`src/hdl/pbfa_pkg.sv`:
```
package pbfa_pkg;

    // Fixed field widths
    localparam int ID_W    = 6;
    localparam int CNT_W   = 7;
    localparam int TOK_W   = 14;
    localparam int TPB_W   = 9;
    localparam int DVD_W   = TOK_W + 1;
    localparam int DVS_W   = TPB_W;
    localparam int APB_AW  = 3;
    localparam int APB_DW  = 32;

    // Register reset values
    localparam logic [TPB_W-1:0] TPB_RESET = 9'd16;
    localparam logic [CNT_W-1:0] BIU_RESET = 7'd64;

    // Register indexes (bit 2 of the byte address)
    localparam logic REG_TPB = 1'b0;
    localparam logic REG_BIU = 1'b1;

    // Request codes
    localparam logic [1:0] MODE_BLOCKS = 2'd0;
    localparam logic [1:0] MODE_TOKENS = 2'd1;
    localparam logic [1:0] MODE_FREE   = 2'd2;
    localparam logic [1:0] MODE_NONE   = 2'd3;

    typedef enum logic [1:0] {
        STAT_OK    = 2'd0,
        STAT_SHORT = 2'd1,
        STAT_RANGE = 2'd2,
        STAT_FULL  = 2'd3
    } t_status;

    typedef enum logic [2:0] {
        ST_IDLE,
        ST_DIV,
        ST_CHECK,
        ST_POP_RD,
        ST_POP_WR,
        ST_REPORT
    } t_state;

    typedef struct packed {
        logic [1:0]       mode;
        logic [CNT_W-1:0] block_count;
        logic [TOK_W-1:0] token_count;
        logic [ID_W-1:0]  freed_id;
    } t_in_item;

    typedef struct packed {
        logic [ID_W-1:0]  granted_id;
        logic             has_block;
        t_status          status;
        logic             last;
        logic [CNT_W-1:0] free_count;
    } t_out_item;

    // Control strobes from the sequencer to the stack memory
    typedef struct packed {
        logic refill;
        logic rd_en;
        logic wr_en;
    } t_stk_ctl;

endpackage

```
`src/hdl/pbfa_div.sv`:
```
module pbfa_div (
    input  logic                        i_clk,
    input  logic                        i_rst_n,
    input  logic                        i_start,
    input  logic [pbfa_pkg::DVD_W-1:0]  i_dividend,
    input  logic [pbfa_pkg::DVS_W-1:0]  i_divisor,
    output logic                        o_done,
    output logic [pbfa_pkg::DVD_W-1:0]  o_quotient
);

    localparam int DVD_W = pbfa_pkg::DVD_W;
    localparam int DVS_W = pbfa_pkg::DVS_W;
    localparam int CW    = $clog2(DVD_W);

    logic             r_busy;
    logic             r_done;
    logic [CW-1:0]    r_cnt;
    logic [DVD_W-1:0] r_q;
    logic [DVS_W-1:0] r_rem;
    logic [DVS_W-1:0] r_dvs;
    logic [DVS_W:0]   w_trial;
    logic             w_fit;
    logic [DVS_W:0]   w_diff;

    // One restoring step: shift in the next dividend bit, subtract if it fits
    always_comb begin
        w_trial = {r_rem, r_q[DVD_W-1]};
        w_fit   = (w_trial >= {1'b0, r_dvs});
        w_diff  = w_trial - {1'b0, r_dvs};
    end

    // Sequence control
    always_ff @(posedge i_clk) begin
        if (!i_rst_n) begin
            r_busy <= 1'b0;
            r_done <= 1'b0;
            r_cnt  <= '0;
        end else begin
            r_done <= 1'b0;
            if (i_start) begin
                r_busy <= 1'b1;
                r_cnt  <= '0;
            end else if (r_busy) begin
                r_cnt <= r_cnt + CW'(1);
                if (r_cnt == CW'(DVD_W - 1)) begin
                    r_busy <= 1'b0;
                    r_done <= 1'b1;
                end
            end
        end
    end

    // Datapath: quotient bits shift in where dividend bits shift out
    always_ff @(posedge i_clk) begin
        if (i_start) begin
            r_q   <= i_dividend;
            r_rem <= '0;
            r_dvs <= i_divisor;
        end else if (r_busy) begin
            r_q   <= {r_q[DVD_W-2:0], w_fit};
            r_rem <= w_fit ? w_diff[DVS_W-1:0] : w_trial[DVS_W-1:0];
        end
    end

    assign o_done     = r_done;
    assign o_quotient = r_q;

endmodule

```
`src/hdl/pbfa_stack.sv`:
```
module pbfa_stack #(
    parameter int MAX_BLOCKS = 64,
    localparam int AW = (MAX_BLOCKS > 1) ? $clog2(MAX_BLOCKS) : 1,
    localparam int DW = $clog2(MAX_BLOCKS + 1)
) (
    input  logic                       i_clk,
    input  logic                       i_rst_n,
    input  pbfa_pkg::t_stk_ctl         i_ctl,
    input  logic [DW-1:0]              i_pool,
    input  logic [AW-1:0]              i_rd_addr,
    input  logic [AW-1:0]              i_wr_addr,
    input  logic [pbfa_pkg::ID_W-1:0]  i_wr_data,
    output logic [pbfa_pkg::ID_W-1:0]  o_rd_data
);

    localparam int ID_W = pbfa_pkg::ID_W;

    logic [ID_W-1:0] r_mem [MAX_BLOCKS];
    logic [ID_W-1:0] r_mem_q;
    logic [ID_W-1:0] r_init_q;
    logic            r_fresh_q;
    logic [DW-1:0]   r_low;
    logic [ID_W:0]   w_init;

    // Entries below the low mark have not been pushed since the last refill
    // and read as the descending fill value pool-1-index.
    always_ff @(posedge i_clk) begin
        if (!i_rst_n) begin
            r_low <= DW'(MAX_BLOCKS);
        end else if (i_ctl.refill) begin
            r_low <= DW'(MAX_BLOCKS);
        end else if (i_ctl.wr_en && (DW'(i_wr_addr) < r_low)) begin
            r_low <= DW'(i_wr_addr);
        end
    end

    assign w_init = (ID_W+1)'(i_pool) - (ID_W+1)'(1) - (ID_W+1)'(i_rd_addr);

    // Write port
    always_ff @(posedge i_clk) begin
        if (i_ctl.wr_en) begin
            r_mem[i_wr_addr] <= i_wr_data;
        end
    end

    // Registered read port, with the fill value resolved at read time
    always_ff @(posedge i_clk) begin
        if (i_ctl.rd_en) begin
            r_mem_q   <= r_mem[i_rd_addr];
            r_init_q  <= w_init[ID_W-1:0];
            r_fresh_q <= (DW'(i_rd_addr) < r_low);
        end
    end

    assign o_rd_data = r_fresh_q ? r_init_q : r_mem_q;

endmodule

```
`src/hdl/paged_block_free_list_allocator.sv`:
```
// Block allocator over a LIFO free stack of cache-block ids held in one
// synchronous memory. One request is handled at a time. A free or an unused
// code gives a single result, as does a zero or refused allocation by block
// count. An allocation by block count is checked first; each granted id then
// takes a memory read and a result. An allocation by token count first runs
// the bit-serial divider that rounds the token count up to blocks. Results
// wait in an output register, so a stalled consumer only delays the next
// pop. Writing blocks_in_use refills the stack at once: no clearing pass is
// needed, never-pushed entries read as their fill value.
// Configuration may be written only while no request is in flight.
module paged_block_free_list_allocator #(
    parameter int MAX_BLOCKS = 64
) (
    input  logic                          i_clk,
    input  logic                          i_rst_n,
    input  logic                          i_in_valid,
    output logic                          o_in_ready,
    input  pbfa_pkg::t_in_item            i_in,
    output logic                          o_out_valid,
    input  logic                          i_out_ready,
    output pbfa_pkg::t_out_item           o_out,
    input  logic                          psel,
    input  logic                          penable,
    input  logic                          pwrite,
    input  logic [pbfa_pkg::APB_AW-1:0]   paddr,
    input  logic [pbfa_pkg::APB_DW-1:0]   pwdata,
    output logic [pbfa_pkg::APB_DW-1:0]   prdata,
    output logic                          pready
);

    localparam int AW    = (MAX_BLOCKS > 1) ? $clog2(MAX_BLOCKS) : 1;
    localparam int DW    = $clog2(MAX_BLOCKS + 1);
    localparam int ID_W  = pbfa_pkg::ID_W;
    localparam int CNT_W = pbfa_pkg::CNT_W;
    localparam int TPB_W = pbfa_pkg::TPB_W;
    localparam int DVD_W = pbfa_pkg::DVD_W;

    function automatic logic [DW-1:0] pool_of(input logic [CNT_W-1:0] b);
        logic [DW-1:0] n;
        n = DW'(b);
        if (b == '0) begin
            n = DW'(1);
        end else if (int'(b) > MAX_BLOCKS) begin
            n = DW'(MAX_BLOCKS);
        end
        return n;
    endfunction

    pbfa_pkg::t_state    r_state, n_state;
    logic [TPB_W-1:0]    r_tpb, n_tpb;
    logic [CNT_W-1:0]    r_biu, n_biu;
    logic [DW-1:0]       r_depth, n_depth;
    logic [DVD_W-1:0]    r_need, n_need;
    logic [DW-1:0]       r_remain, n_remain;
    pbfa_pkg::t_status   r_rep_status, n_rep_status;
    logic                r_out_valid;
    pbfa_pkg::t_out_item r_out, n_out;

    logic                w_accept;
    logic                w_cfg_wr;
    logic                w_slot;
    logic                w_load;
    logic [DW-1:0]       w_pool;
    logic [TPB_W-1:0]    w_bs;
    pbfa_pkg::t_stk_ctl  w_stk_ctl;
    logic [AW-1:0]       w_rd_addr;
    logic [AW-1:0]       w_wr_addr;
    logic [ID_W-1:0]     w_wr_data;
    logic [ID_W-1:0]     w_rd_data;
    logic                w_div_start;
    logic [DVD_W-1:0]    w_dividend;
    logic                w_div_done;
    logic [DVD_W-1:0]    w_quotient;

    assign w_accept = i_in_valid && o_in_ready;
    assign w_cfg_wr = psel && penable && pwrite && pready;
    assign w_slot   = !r_out_valid || i_out_ready;
    assign w_pool   = pool_of(r_biu);
    assign w_bs     = (r_tpb == '0) ? TPB_W'(1) : r_tpb;

    // Configuration read back
    assign pready = 1'b1;
    always_comb begin
        unique case (paddr[2])
            pbfa_pkg::REG_TPB: prdata = pbfa_pkg::APB_DW'(r_tpb);
            pbfa_pkg::REG_BIU: prdata = pbfa_pkg::APB_DW'(r_biu);
            default:           prdata = '0;
        endcase
    end

    // Next state
    always_comb begin
        n_state = r_state;
        unique case (r_state)
            pbfa_pkg::ST_IDLE: begin
                if (w_accept) begin
                    case (i_in.mode)
                        pbfa_pkg::MODE_BLOCKS: n_state = pbfa_pkg::ST_CHECK;
                        pbfa_pkg::MODE_TOKENS: n_state = pbfa_pkg::ST_DIV;
                        default:               n_state = pbfa_pkg::ST_REPORT;
                    endcase
                end
            end
            pbfa_pkg::ST_DIV: begin
                if (w_div_done) begin
                    n_state = pbfa_pkg::ST_CHECK;
                end
            end
            pbfa_pkg::ST_CHECK: begin
                if (r_need == '0 || r_need > DVD_W'(r_depth)) begin
                    n_state = pbfa_pkg::ST_REPORT;
                end else begin
                    n_state = pbfa_pkg::ST_POP_RD;
                end
            end
            pbfa_pkg::ST_POP_RD: begin
                n_state = pbfa_pkg::ST_POP_WR;
            end
            pbfa_pkg::ST_POP_WR: begin
                if (w_slot) begin
                    n_state = (r_remain == '0) ? pbfa_pkg::ST_IDLE : pbfa_pkg::ST_POP_RD;
                end
            end
            pbfa_pkg::ST_REPORT: begin
                if (w_slot) begin
                    n_state = pbfa_pkg::ST_IDLE;
                end
            end
            default: n_state = pbfa_pkg::ST_IDLE;
        endcase
    end

    // Outputs and datapath updates
    always_comb begin
        o_in_ready   = 1'b0;
        n_tpb        = r_tpb;
        n_biu        = r_biu;
        n_depth      = r_depth;
        n_need       = r_need;
        n_remain     = r_remain;
        n_rep_status = r_rep_status;
        n_out        = r_out;
        w_load       = 1'b0;
        w_stk_ctl    = '0;
        w_rd_addr    = AW'(r_depth - DW'(1));
        w_wr_addr    = AW'(r_depth);
        w_wr_data    = i_in.freed_id;
        w_div_start  = 1'b0;
        w_dividend   = DVD_W'(i_in.token_count) + DVD_W'(w_bs) - DVD_W'(1);

        unique case (r_state)
            pbfa_pkg::ST_IDLE: begin
                o_in_ready = 1'b1;
                // Register writes; a pool size write refills the stack
                if (w_cfg_wr) begin
                    unique case (paddr[2])
                        pbfa_pkg::REG_TPB: n_tpb = pwdata[TPB_W-1:0];
                        pbfa_pkg::REG_BIU: begin
                            n_biu            = pwdata[CNT_W-1:0];
                            n_depth          = pool_of(pwdata[CNT_W-1:0]);
                            w_stk_ctl.refill = 1'b1;
                        end
                        default: ;
                    endcase
                end
                if (w_accept) begin
                    n_rep_status = pbfa_pkg::STAT_OK;
                    case (i_in.mode)
                        pbfa_pkg::MODE_BLOCKS: n_need = DVD_W'(i_in.block_count);
                        pbfa_pkg::MODE_TOKENS: w_div_start = 1'b1;
                        pbfa_pkg::MODE_FREE: begin
                            // Range check first, then full check, then push
                            if (CNT_W'(i_in.freed_id) >= CNT_W'(w_pool)) begin
                                n_rep_status = pbfa_pkg::STAT_RANGE;
                            end else if (r_depth >= w_pool) begin
                                n_rep_status = pbfa_pkg::STAT_FULL;
                            end else begin
                                w_stk_ctl.wr_en = 1'b1;
                                n_depth         = r_depth + DW'(1);
                            end
                        end
                        default: ;
                    endcase
                end
            end
            pbfa_pkg::ST_DIV: begin
                if (w_div_done) begin
                    n_need = w_quotient;
                end
            end
            pbfa_pkg::ST_CHECK: begin
                if (r_need == '0) begin
                    n_rep_status = pbfa_pkg::STAT_OK;
                end else if (r_need > DVD_W'(r_depth)) begin
                    n_rep_status = pbfa_pkg::STAT_SHORT;
                end else begin
                    n_remain = r_need[DW-1:0];
                end
            end
            pbfa_pkg::ST_POP_RD: begin
                // Pop: read the top entry and drop the depth
                w_stk_ctl.rd_en = 1'b1;
                n_depth         = r_depth - DW'(1);
                n_remain        = r_remain - DW'(1);
            end
            pbfa_pkg::ST_POP_WR: begin
                if (w_slot) begin
                    w_load           = 1'b1;
                    n_out.granted_id = w_rd_data;
                    n_out.has_block  = 1'b1;
                    n_out.status     = pbfa_pkg::STAT_OK;
                    n_out.last       = (r_remain == '0);
                    n_out.free_count = CNT_W'(r_depth);
                end
            end
            pbfa_pkg::ST_REPORT: begin
                if (w_slot) begin
                    w_load           = 1'b1;
                    n_out.granted_id = '0;
                    n_out.has_block  = 1'b0;
                    n_out.status     = r_rep_status;
                    n_out.last       = 1'b1;
                    n_out.free_count = CNT_W'(r_depth);
                end
            end
            default: ;
        endcase
    end

    // Control registers
    always_ff @(posedge i_clk) begin
        if (!i_rst_n) begin
            r_state     <= pbfa_pkg::ST_IDLE;
            r_tpb       <= pbfa_pkg::TPB_RESET;
            r_biu       <= pbfa_pkg::BIU_RESET;
            r_depth     <= pool_of(pbfa_pkg::BIU_RESET);
            r_out_valid <= 1'b0;
        end else begin
            r_state <= n_state;
            r_tpb   <= n_tpb;
            r_biu   <= n_biu;
            r_depth <= n_depth;
            if (w_load) begin
                r_out_valid <= 1'b1;
            end else if (i_out_ready) begin
                r_out_valid <= 1'b0;
            end
        end
    end

    // Payload registers
    always_ff @(posedge i_clk) begin
        r_need       <= n_need;
        r_remain     <= n_remain;
        r_rep_status <= n_rep_status;
        r_out        <= n_out;
    end

    assign o_out_valid = r_out_valid;
    assign o_out       = r_out;

    pbfa_stack #(
        .MAX_BLOCKS (MAX_BLOCKS)
    ) u_stack (
        .i_clk     (i_clk),
        .i_rst_n   (i_rst_n),
        .i_ctl     (w_stk_ctl),
        .i_pool    (w_pool),
        .i_rd_addr (w_rd_addr),
        .i_wr_addr (w_wr_addr),
        .i_wr_data (w_wr_data),
        .o_rd_data (w_rd_data)
    );

    pbfa_div u_div (
        .i_clk      (i_clk),
        .i_rst_n    (i_rst_n),
        .i_start    (w_div_start),
        .i_dividend (w_dividend),
        .i_divisor  (w_bs),
        .o_done     (w_div_done),
        .o_quotient (w_quotient)
    );

endmodule

```
`config.mk`:
```
export PLATFORM = sky130hd
export DESIGN_NAME = paged_block_free_list_allocator
export DESIGN_NICKNAME = d
export VERILOG_FILES = /design/src/hdl/pbfa_pkg.sv /design/src/hdl/pbfa_div.sv /design/src/hdl/pbfa_stack.sv /design/src/hdl/paged_block_free_list_allocator.sv
export SDC_FILE = /design/constraint.sdc
export NUM_CORES = 1
export LEC_CHECK = 0
export ABC_AREA = 1
export BUFFER_PORTS_ARGS = -buffer_cell sky130_fd_sc_hd__buf_2
export CAP_MARGIN = 20
export CORE_ASPECT_RATIO = 1.1
export CORE_MARGIN = 1
export CORE_UTILIZATION = 40
export CTS_CLUSTER_DIAMETER = 40
export CTS_CLUSTER_SIZE = 8
export DETAILED_ROUTE_END_ITERATION = 8
export GPL_ROUTABILITY_DRIVEN = 0
export MAX_ROUTING_LAYER = met4
export PLACE_DENSITY = 0.6
export SETUP_SLACK_MARGIN = 0.1
export SYNTH_ARGS = -nofsm -noshare
export SYNTH_HDL_FRONTEND = slang
export SYNTH_HIERARCHICAL = 1
export SYNTH_SLANG_ARGS = --single-unit
```
`constraint.sdc`:
```
create_clock -name i_clk -period 10.2 [get_ports i_clk]
set_input_delay 0.51 -clock i_clk [delete_from_list [all_inputs] [get_ports i_clk]]
set_output_delay 0.51 -clock i_clk [all_outputs]
set_load 0.1 [all_outputs]
```
# --- Word-level counts from Yosys, hierarchy flattened ---
# Memory sizes are Yosys's and may differ from the RTL's. A register that Yosys moved wholly into a read port is not among the register bits.
# Index checks and enable logic that the tools add are counted.
classes:
  muxes: 65
  bitwise: 3
  order_cmp: 8
  eq_ne: 16
  add_sub_neg: 9
  reduce_logical: 32
op_table:
  columns: ["op", "n"]
  rows:
  - ["two-way mux 7 bit", 12]
  - ["two-way mux 15 bit", 5]
  - ["case mux 32 bit (2 select lines)", 1]
  - ["two-way mux 17 bit", 2]
  - ["case mux 17 bit (2 select lines)", 1]
  - ["case mux 15 bit (2 select lines)", 1]
  - ["case mux 7 bit (2 select lines)", 2]
  - ["two-way mux 1 bit", 23]
  - ["zero test 7 bit", 3]
  - ["two-way mux 9 bit", 2]
  - ["case mux 3 bit (6 select lines)", 1]
  - ["adder 14 x 9 -> 15 bit", 1]
  - ["greater-than comparator 15 x 7 -> 1 bit", 1]
  - ["zero test 15 bit", 1]
  - ["two-way mux 3 bit", 5]
  - ["AND reduction 3 bit", 5]
  - ["subtractor 15 x 1 -> 15 bit (second input constant)", 1]
  - ["greater-than comparator 7 bit (second input constant)", 2]
  - ["less-than comparator 6 x 7 -> 1 bit", 2]
  - ["two-way mux 2 bit", 7]
  - ["nonzero test 2 bit", 7]
  - ["subtractor 7 x 1 -> 7 bit (second input constant)", 2]
  - [">= comparator 10 x 9 -> 1 bit", 1]
  - ["!= test 2 bit (second input constant)", 5]
  - ["28 further kinds", 40]
totals:
  mem_count: 1
  word_cells: 156
  mem_bits_rw: 384
  reg_bits: 121
  output_inout_bits: 52
  in_bits: 71
mem_list:
  columns: ["memory", "depth", "width", "rd", "rd_clocked_by_memory_dff", "write_ports", "line", "source"]
  rows:
  - ["u_stack.r_mem", 64, 6, 1, 1, 1, "pbfa_stack.sv:18", "logic [ID_W-1:0] r_mem [MAX_BLOCKS];"]

# --- Depth between registers and ports, before layout ---
# Gate-level depths: netlist of run 1.
logic_depth:
  word_depth: 11
  mapped_depth: 18
  ltp_nobuf: 18

# --- Modules after synthesis ---
# Netlist of run 1, hierarchy kept.
modules_own_cells:
  columns: ["mod", "cells_each", "area_each_um2", "seq_area_each_um2", "n_inst"]
  rows:
  - ["pbfa_stack", 1473, 16868.7, 12061.6, 1]
  - ["paged_block_free_list_allocator", 654, 5046.1, 1771.7, 1]
  - ["pbfa_div", 249, 2083.2, 1021.0, 1]

# --- Worst setup path before layout of run 1 ---
# OpenSTA, ideal clock, no wires.
synth_timing:
  path_type: "register to register"
  start: "reg r_biu[6]"
  end: "mem u_stack.r_mem[48][0] (enable)"
  arrival_time_ps: 2968
  setup_slack_ps: 6846
  required_ps: 9814
  stages_incl_launch_ff: 15
  synth_period_minus_slack_ps: 3354
  n_path_buf: 1
  cell_sequence: "dfxtp_1 clkinv_1 nand2_1 o21ai_0 ha_1 inv_1 nand2_1 nand2_1 nand2_1 a21oi_2 nand3_4 inv_1 clkbuf_1 nand4_1 nor4_1"
synth_lines:
  columns: ["element", "line", "source"]
  rows:
  - ["from (decl)", "paged_block_free_list_allocator.sv:51", "logic [CNT_W-1:0] r_biu, n_biu;"]
  - ["from (signal assigned)", "paged_block_free_list_allocator.sv:235", "r_biu <= pbfa_pkg::BIU_RESET;"]
  - ["from (signal assigned)", "paged_block_free_list_allocator.sv:241", "r_biu <= n_biu;"]
  - ["to (decl)", "pbfa_stack.sv:18", null]

# --- Worst setup path in the final report of run 1 ---
layout_timing:
  start: "reg r_depth[0]"
  end: "reg u_stack.r_mem_q[3] (read register of u_stack.r_mem) (data pin)"
layout_between:
  elab_chain_len: 1
layout_lines:
  columns: ["element", "line", "source"]
  rows:
  - ["from (decl)", "paged_block_free_list_allocator.sv:52", "logic [DW-1:0] r_depth, n_depth;"]
  - ["from (signal assigned)", "paged_block_free_list_allocator.sv:236", "r_depth <= pool_of(pbfa_pkg::BIU_RESET);"]
  - ["from (signal assigned)", "paged_block_free_list_allocator.sv:242", "r_depth <= n_depth;"]
  - ["subtractor 7 x 1 -> 7 bit", null, null]
  - ["via w_rd_addr[0]", "paged_block_free_list_allocator.sv:66", "logic [AW-1:0] w_rd_addr;"]
  - ["to (decl)", "pbfa_stack.sv:19", "logic [ID_W-1:0] r_mem_q;"]
# The timed path passes the listed nets, and every way through them passes these cells.
# A chain may end at the register's enable or synchronous reset.

==> impl_metrics.tcl, run 1 <==
set metrics [dict create \
    core_mm2 0.05888 \
    post-dp-hpwl_um 36780 \
    layout-drive-gt1-share 0.1111 \
    syn_area_mm2 0.02399 \
    min_period_ps 4822 \
    dieArea_mm2 0.06097 \
    cap_violations 0 \
    avgSynthCellArea_um2 10.10 \
    firstDrtPassIters 5 \
    fin_ws_ps 5378 \
    drc 0 \
    clock_path_buffers 3 \
    setup_viol 0 \
    postCtsHoldBufs 0 \
    drtAntennaViolNets 0 \
    cts_root_buf "clkbuf_16" \
    fp.dieW_um 235.5 \
    leakage_nw 10.99 \
    slew_headroom 0.2751 \
    grt_usage 0.1974 \
    grt.overflow.total 0 \
    hold_ws_ps 165.0 \
    finalCritPeriodShare 0.4728 \
    clk_latency_ps 630 \
    path_max_fanout 60 \
    place_ws_ps 5414 \
    grt_pass1_wl_um 90830 \
    antenna_found_initial 2 \
    cts_resized 0 \
    worst_pin_slew_ps 1087 \
    via_per_inst 5.124 \
    endpoint_kind "flip-flop" \
    rsz0062_at_grt "no" \
    port_buffers 73 \
    syn_inst 2375 \
    grt_max_degree 99 \
    nFillCells 5405 \
    cp_data_required_time_ps 10550 \
    crit_type "reg -> reg" \
    pwr_density_cell_mw_per_mm2 275.2 \
    drv_slew 0 \
    crit_arrival_ps 5170 \
    h-tree-depth 3 \
    clk_pin_slew_ps 50 \
    max_freq_ghz 0.2074 \
    initial_utilization 0.4075 \
    ioPinCount 123 \
    dieHeight_um 258.9 \
    crit_chain "inv_4 -> ha_1 -> inv_2 -> inv_2 -> buf_4 -> nand3_1 -> nand3_1 -> nand2_1 -> nand2_1 -> nand3_1 -> nand3_1 -> nand2_1" \
    final.setup_skew_ps 24.12 \
    cts_tree "yes" \
    final.setup.tns_ps 0 \
    crit_top_cell "nand3_1" \
    yosys_warnings 6 \
    layout.nets 2604 \
    slowest_delay_ps 810 \
    cts_inserted_buffers 87 \
    placed_cells 3129 \
    std_cell_rows 93 \
    routedWlPerCell_um 17.82 \
    cp_slowest_cell "dfxtp_1" \
    drtIter0Drc 1350 \
    syn_to_final_growth_pct 15.07 \
    irDropWorstVdd_v 0.0002030 \
    first_global_vias 16490 \
    cts_sinks 511 \
    cts_setup_buffers 0 \
    vias 16770 \
    hold_violations 0 \
    final_cells 3273 \
    status "completed" \
    hp-class "in -> reg" \
    wirelength_um 58340 \
    start_kind "flip-flop" \
]
[final timing paths]
path	startpoint	to	slack [ps]	depth (start not counted)
max	r_depth[0]$_SDFFE_PN0P_	u_stack/r_mem_q[3]$_DFFE_PP_	5380	12
min	pwdata[6]	r_biu[6]$_SDFFE_PN1P_	160	3
max reg2reg	r_depth[0]$_SDFFE_PN0P_	u_stack/r_mem_q[3]$_DFFE_PP_	5380	12
min reg2reg	r_tpb[8]$_SDFFE_PN0P_	u_div/r_dvs[8]$_DFFE_PP_	430	0
[registers in the layout (all words and copies together) (netlist names), 2 cells and up]
register,count
u_stack/r_mem,384
o_out,17
r_need,15
u_div/o_quotient,15
r_tpb,9
u_div/r_dvs,9
u_div/r_rem,9
r_biu,7
r_depth,7
r_remain,7
u_stack/r_low,7
u_stack/r_init_q,6
u_stack/r_mem_q,6
u_div/r_cnt,4
r_state,3
r_rep_status,2
[placed cells by master (no fill, tap or decap), types with 42 or more instances in the layout]
cell type and n:
ha_1 72, dfxtp_1 49, buf_2 78, clkbuf_16 87
nand2_1 713, edfxtp_1 462, nor2_1 120, a21oi_1 59
inv_1 157, o21ai_0 42, nand3_1 380
[metrics by stage]
stage | total power [mW] | utilization | instance area [um2]
2_1_floorplan | 4.322 | - | 24080
3_3_place_gp | 4.949 | 0.4232 | 24920
3_5_place_dp | 4.983 | 0.4236 | 24940
4_1_cts | 7.656 | 0.4688 | 27610
5_1_grt | 8.004 | 0.4689 | 27610
6_report | 7.597 | 0.4689 | 27610
[cell type report]
class / count / area, um2 / area share
timing repair buffer: 106 / 600.6 / 0.02175
inverter: 176 / 668.1 / 0.02420
tap: 760 / 950.9 / 0.03444
clock inverter: 34 / 396.6 / 0.01437
clock buffer: 108 / 2266 / 0.08207
sequential: 511 / 14850 / 0.5380
antenna: 2 / 5.005 / 0.0001813
multi-input combinational: 1576 / 7869 / 0.2850
[metal layers]
metal / part of all wire / vias to the layer above / wire length, um / track usage
li1: - / 8235 / - / -
met1: 0.42 / 7973 / 24670 / 0.2401
met2: 0.50 / 455 / 28970 / 0.3293
met3: 0.052 / 107 / 3039 / 0.02993
met4: 0.028 / 0 / 1659 / 0.08043
met5: 0 / - / 0 / -
[critical path: cells and delay by family, from the launching register on]
family / cells / cell delay [ps]
buffers and inverters: 4 / 2200
AND/OR/NAND/NOR: 7 / 970
flip-flops: 1 / 810
adder cells (fa/ha/maj): 1 / 480
[where the power goes]
part	total, mW	internal [mW]	leakage (nW)	switching [mW]
Combinational	2.42	0.665	5.13	1.76
Clock	2.64	1.67	1.29	0.973
Sequential	2.53	2.44	4.57	0.0873
Power figures use the tool's default switching activity.
==> run 2: changes to the inputs <==
--- a/config.mk
+++ b/config.mk
@@ -5,7 +5,7 @@
 export SDC_FILE = /design/constraint.sdc
 export NUM_CORES = 1
 export LEC_CHECK = 0
-export ABC_AREA = 1
+export ABC_AREA = 0
 export BUFFER_PORTS_ARGS = -buffer_cell sky130_fd_sc_hd__buf_2
 export CAP_MARGIN = 20
 export CORE_ASPECT_RATIO = 1.1
==> constraint.sdc (replaced) <==
create_clock -name i_clk -period 5.01 [get_ports i_clk]
set_input_delay 0.2505 -clock i_clk [delete_from_list [all_inputs] [get_ports i_clk]]
set_output_delay 0.2505 -clock i_clk [all_outputs]
set_load 0.1 [all_outputs]
==> impl_metrics.tcl, run 2 <==
set metrics [dict create \
    diodes 0 \
    port_buffers 73 \
    status "completed" \
    slew_headroom 0.2693 \
    rsz0062_at_grt "no" \
    min_period_ps 4201 \
    drtAntennaViolNets 0 \
    syn_inst 1551 \
    worst_pin_slew_ps 1090 \
    hold_violations 0 \
    endpoint_kind "flip-flop" \
    drc 0 \
    crit_type "reg -> reg" \
    via_per_inst 5.441 \
    final_cell_area_mm2 0.02696 \
    vias 13440 \
    h-tree-depth 3 \
    power_frac_comb 0.285 \
    grt_max_degree 81 \
    path_max_fanout 18 \
    setup_viol 0 \
    first_global_vias 13900 \
    wirelength_um 53410 \
    syn_area_mm2 0.02300 \
    clk_pin_slew_ps 50 \
    final_common_cell "edfxtp_1" \
    pwr_density_cell_mw_per_mm2 547.4 \
    hp-class "in -> reg" \
    cap_violations 0 \
    drv_slew 0 \
    start_kind "flip-flop" \
    yosys_warnings 6 \
    core_mm2 0.05647 \
    clkPwrFrac 0.371 \
    clock_path_buffers 3 \
    final_cell_mix "edfxtp_1 (462), nor2_1 (132), mux4_2 (96)" \
    crit_arrival_ps 4460 \
    dieArea_mm2 0.05847 \
    r2r_start "r_biu[1]$_SDFFE_PN0P_" \
    fin_total_pwr_mw 14.76 \
    firstDrtPassIters 5 \
    largest_register_ffs 384 \
    std_cell_rows 91 \
    slowest_delay_ps 690 \
    switchingPower_mw 4.787 \
    switching_share 0.3243 \
    grt.overflow.total 0 \
    post-dp-hpwl_um 34850 \
    grt_pass1_wl_um 81810 \
    final.setup.tns_ps 0 \
    cts_tree "yes" \
    crit_path_start "r_biu[1]$_SDFFE_PN0P_" \
    layout.nets 1825 \
    internal-power_mw 9.973 \
    drtIter0Drc 1031 \
    leakage_nw 9.593 \
    cts_sinks 511 \
    clk_latency_ps 630 \
    final.setup_skew_ps 51.17 \
    dieHeight_um 253.5 \
    initial_utilization 0.4073 \
    fp.dieW_um 230.7 \
    antenna_found_initial 2 \
    cp_slowest_cell "nor2_1" \
    finalCritPeriodShare 0.8384 \
    grt_usage 0.1929 \
    routedWlPerCell_um 21.62 \
    power_frac_seq 0.344 \
    cts_root_buf "clkbuf_16" \
    syn_to_final_growth_pct 17.22 \
    layout-drive-gt1-share 0.2171 \
    crit_chain "nor3_1 -> a21oi_1 -> nor2_1 -> ha_1 -> nor2b_1 -> o21ai_0 -> a211oi_2 -> nand3_1 -> inv_2 -> nor2b_1 -> nand3_1 -> nor2_1" \
    irDropWorstVdd_v 0.0002831 \
    max_freq_ghz 0.2381 \
    post_dp_cell_area_mm2 0.02410 \
    cts_inserted_buffers 84 \
    cts_setup_buffers 0 \
    cp_data_required_time_ps 5270 \
    regMostFlops "u_stack/r_mem" \
    avgSynthCellArea_um2 14.83 \
    hp-start "i_in[1]" \
    ioPinCount 123 \
]
-- run 2: cell types whose count changed in the layout (fill, tap and decap cells not counted), moves of 12 or more --
cell	previous run	this run
mux2_2	13	31
nand3_1	380	25
nor2_1	120	132
nand2_1	713	82
xnor2_1	10	22
a22oi_1	0	33
inv_1	157	85
mux4_2	0	96
dlygate4sd3_1	0	17
mux2i_1	0	26
-- run 2: area by class of cell --
cell class / instances / area (um2)
fillers: 4831 / 29510
flip-flops and latches: 511 / 14850
multi-input cells: 867 / 7335
clock buffers: 107 / 2240
well taps: 744 / 930.9
repair buffers: 120 / 789.5
clock inverters: 27 / 446.7
inverters: 95 / 367.9
-- run 2: power groups by stage --
stage | combinational, mW | sequential, mW | clock, mW
global placement | 4.11 | 5.15 | 0
detailed placement | 4.17 | 5.15 | 0
global route | 4.53 | 5.10 | 5.77
floorplan | 2.78 | 5.36 | 0
CTS | 4.19 | 5.08 | 5.59
finish | 4.21 | 5.08 | 5.48
-- run 2: metal layers --
| layer | share of wire | global-route usage |
|---|---|---|
| met1 | 0.42 | 0.2404 |
| met2 | 0.50 | 0.3144 |
| met3 | 0.059 | 0.03591 |
| met4 | 0.025 | 0.07114 |
| met5 | 0 | - |
-- run 2: timing repair --
item                                    CTS  global route
endpoints found under the hold margin    23             0
endpoints found under the setup margin    0             0
resized for setup                         0             0
hold buffers                             17             0
-- run 2: final timing paths --
kind	end	slack [ps]	cells after the start
worst min-delay path	u_stack/r_mem[37][1]$_DFFE_PP_	40	1
worst max register to register	u_stack/r_mem[59][2]$_DFFE_PP_	810	12
worst max-delay path	u_stack/r_mem[59][2]$_DFFE_PP_	810	12
worst min register to register	u_stack/r_low[4]$_SDFFE_PP0P_	460	2
-- run 2: stage by stage --
step	cells	setup WS, ps	hold slack [ps]	util
after global routing	2471	659.3	33.33	0.4774
after floorplan	1573	1747	349.4	-
after global placement	2319	997.6	446.1	0.4267
after CTS	2470	876.5	6.617	0.4772
final	2471	809.4	36.83	0.4774
after detailed placement	2319	916.9	455.1	0.4267
-- run 2: worst max-delay path, delay by kind of cell (launching register included) --
family	cells	cell delay (ps)
AOI/OAI and AO/OA	3	510
adders and majority gates	1	310
buffers and inverters	1	350
DFF	1	330
and+or+nand+nor	7	2330
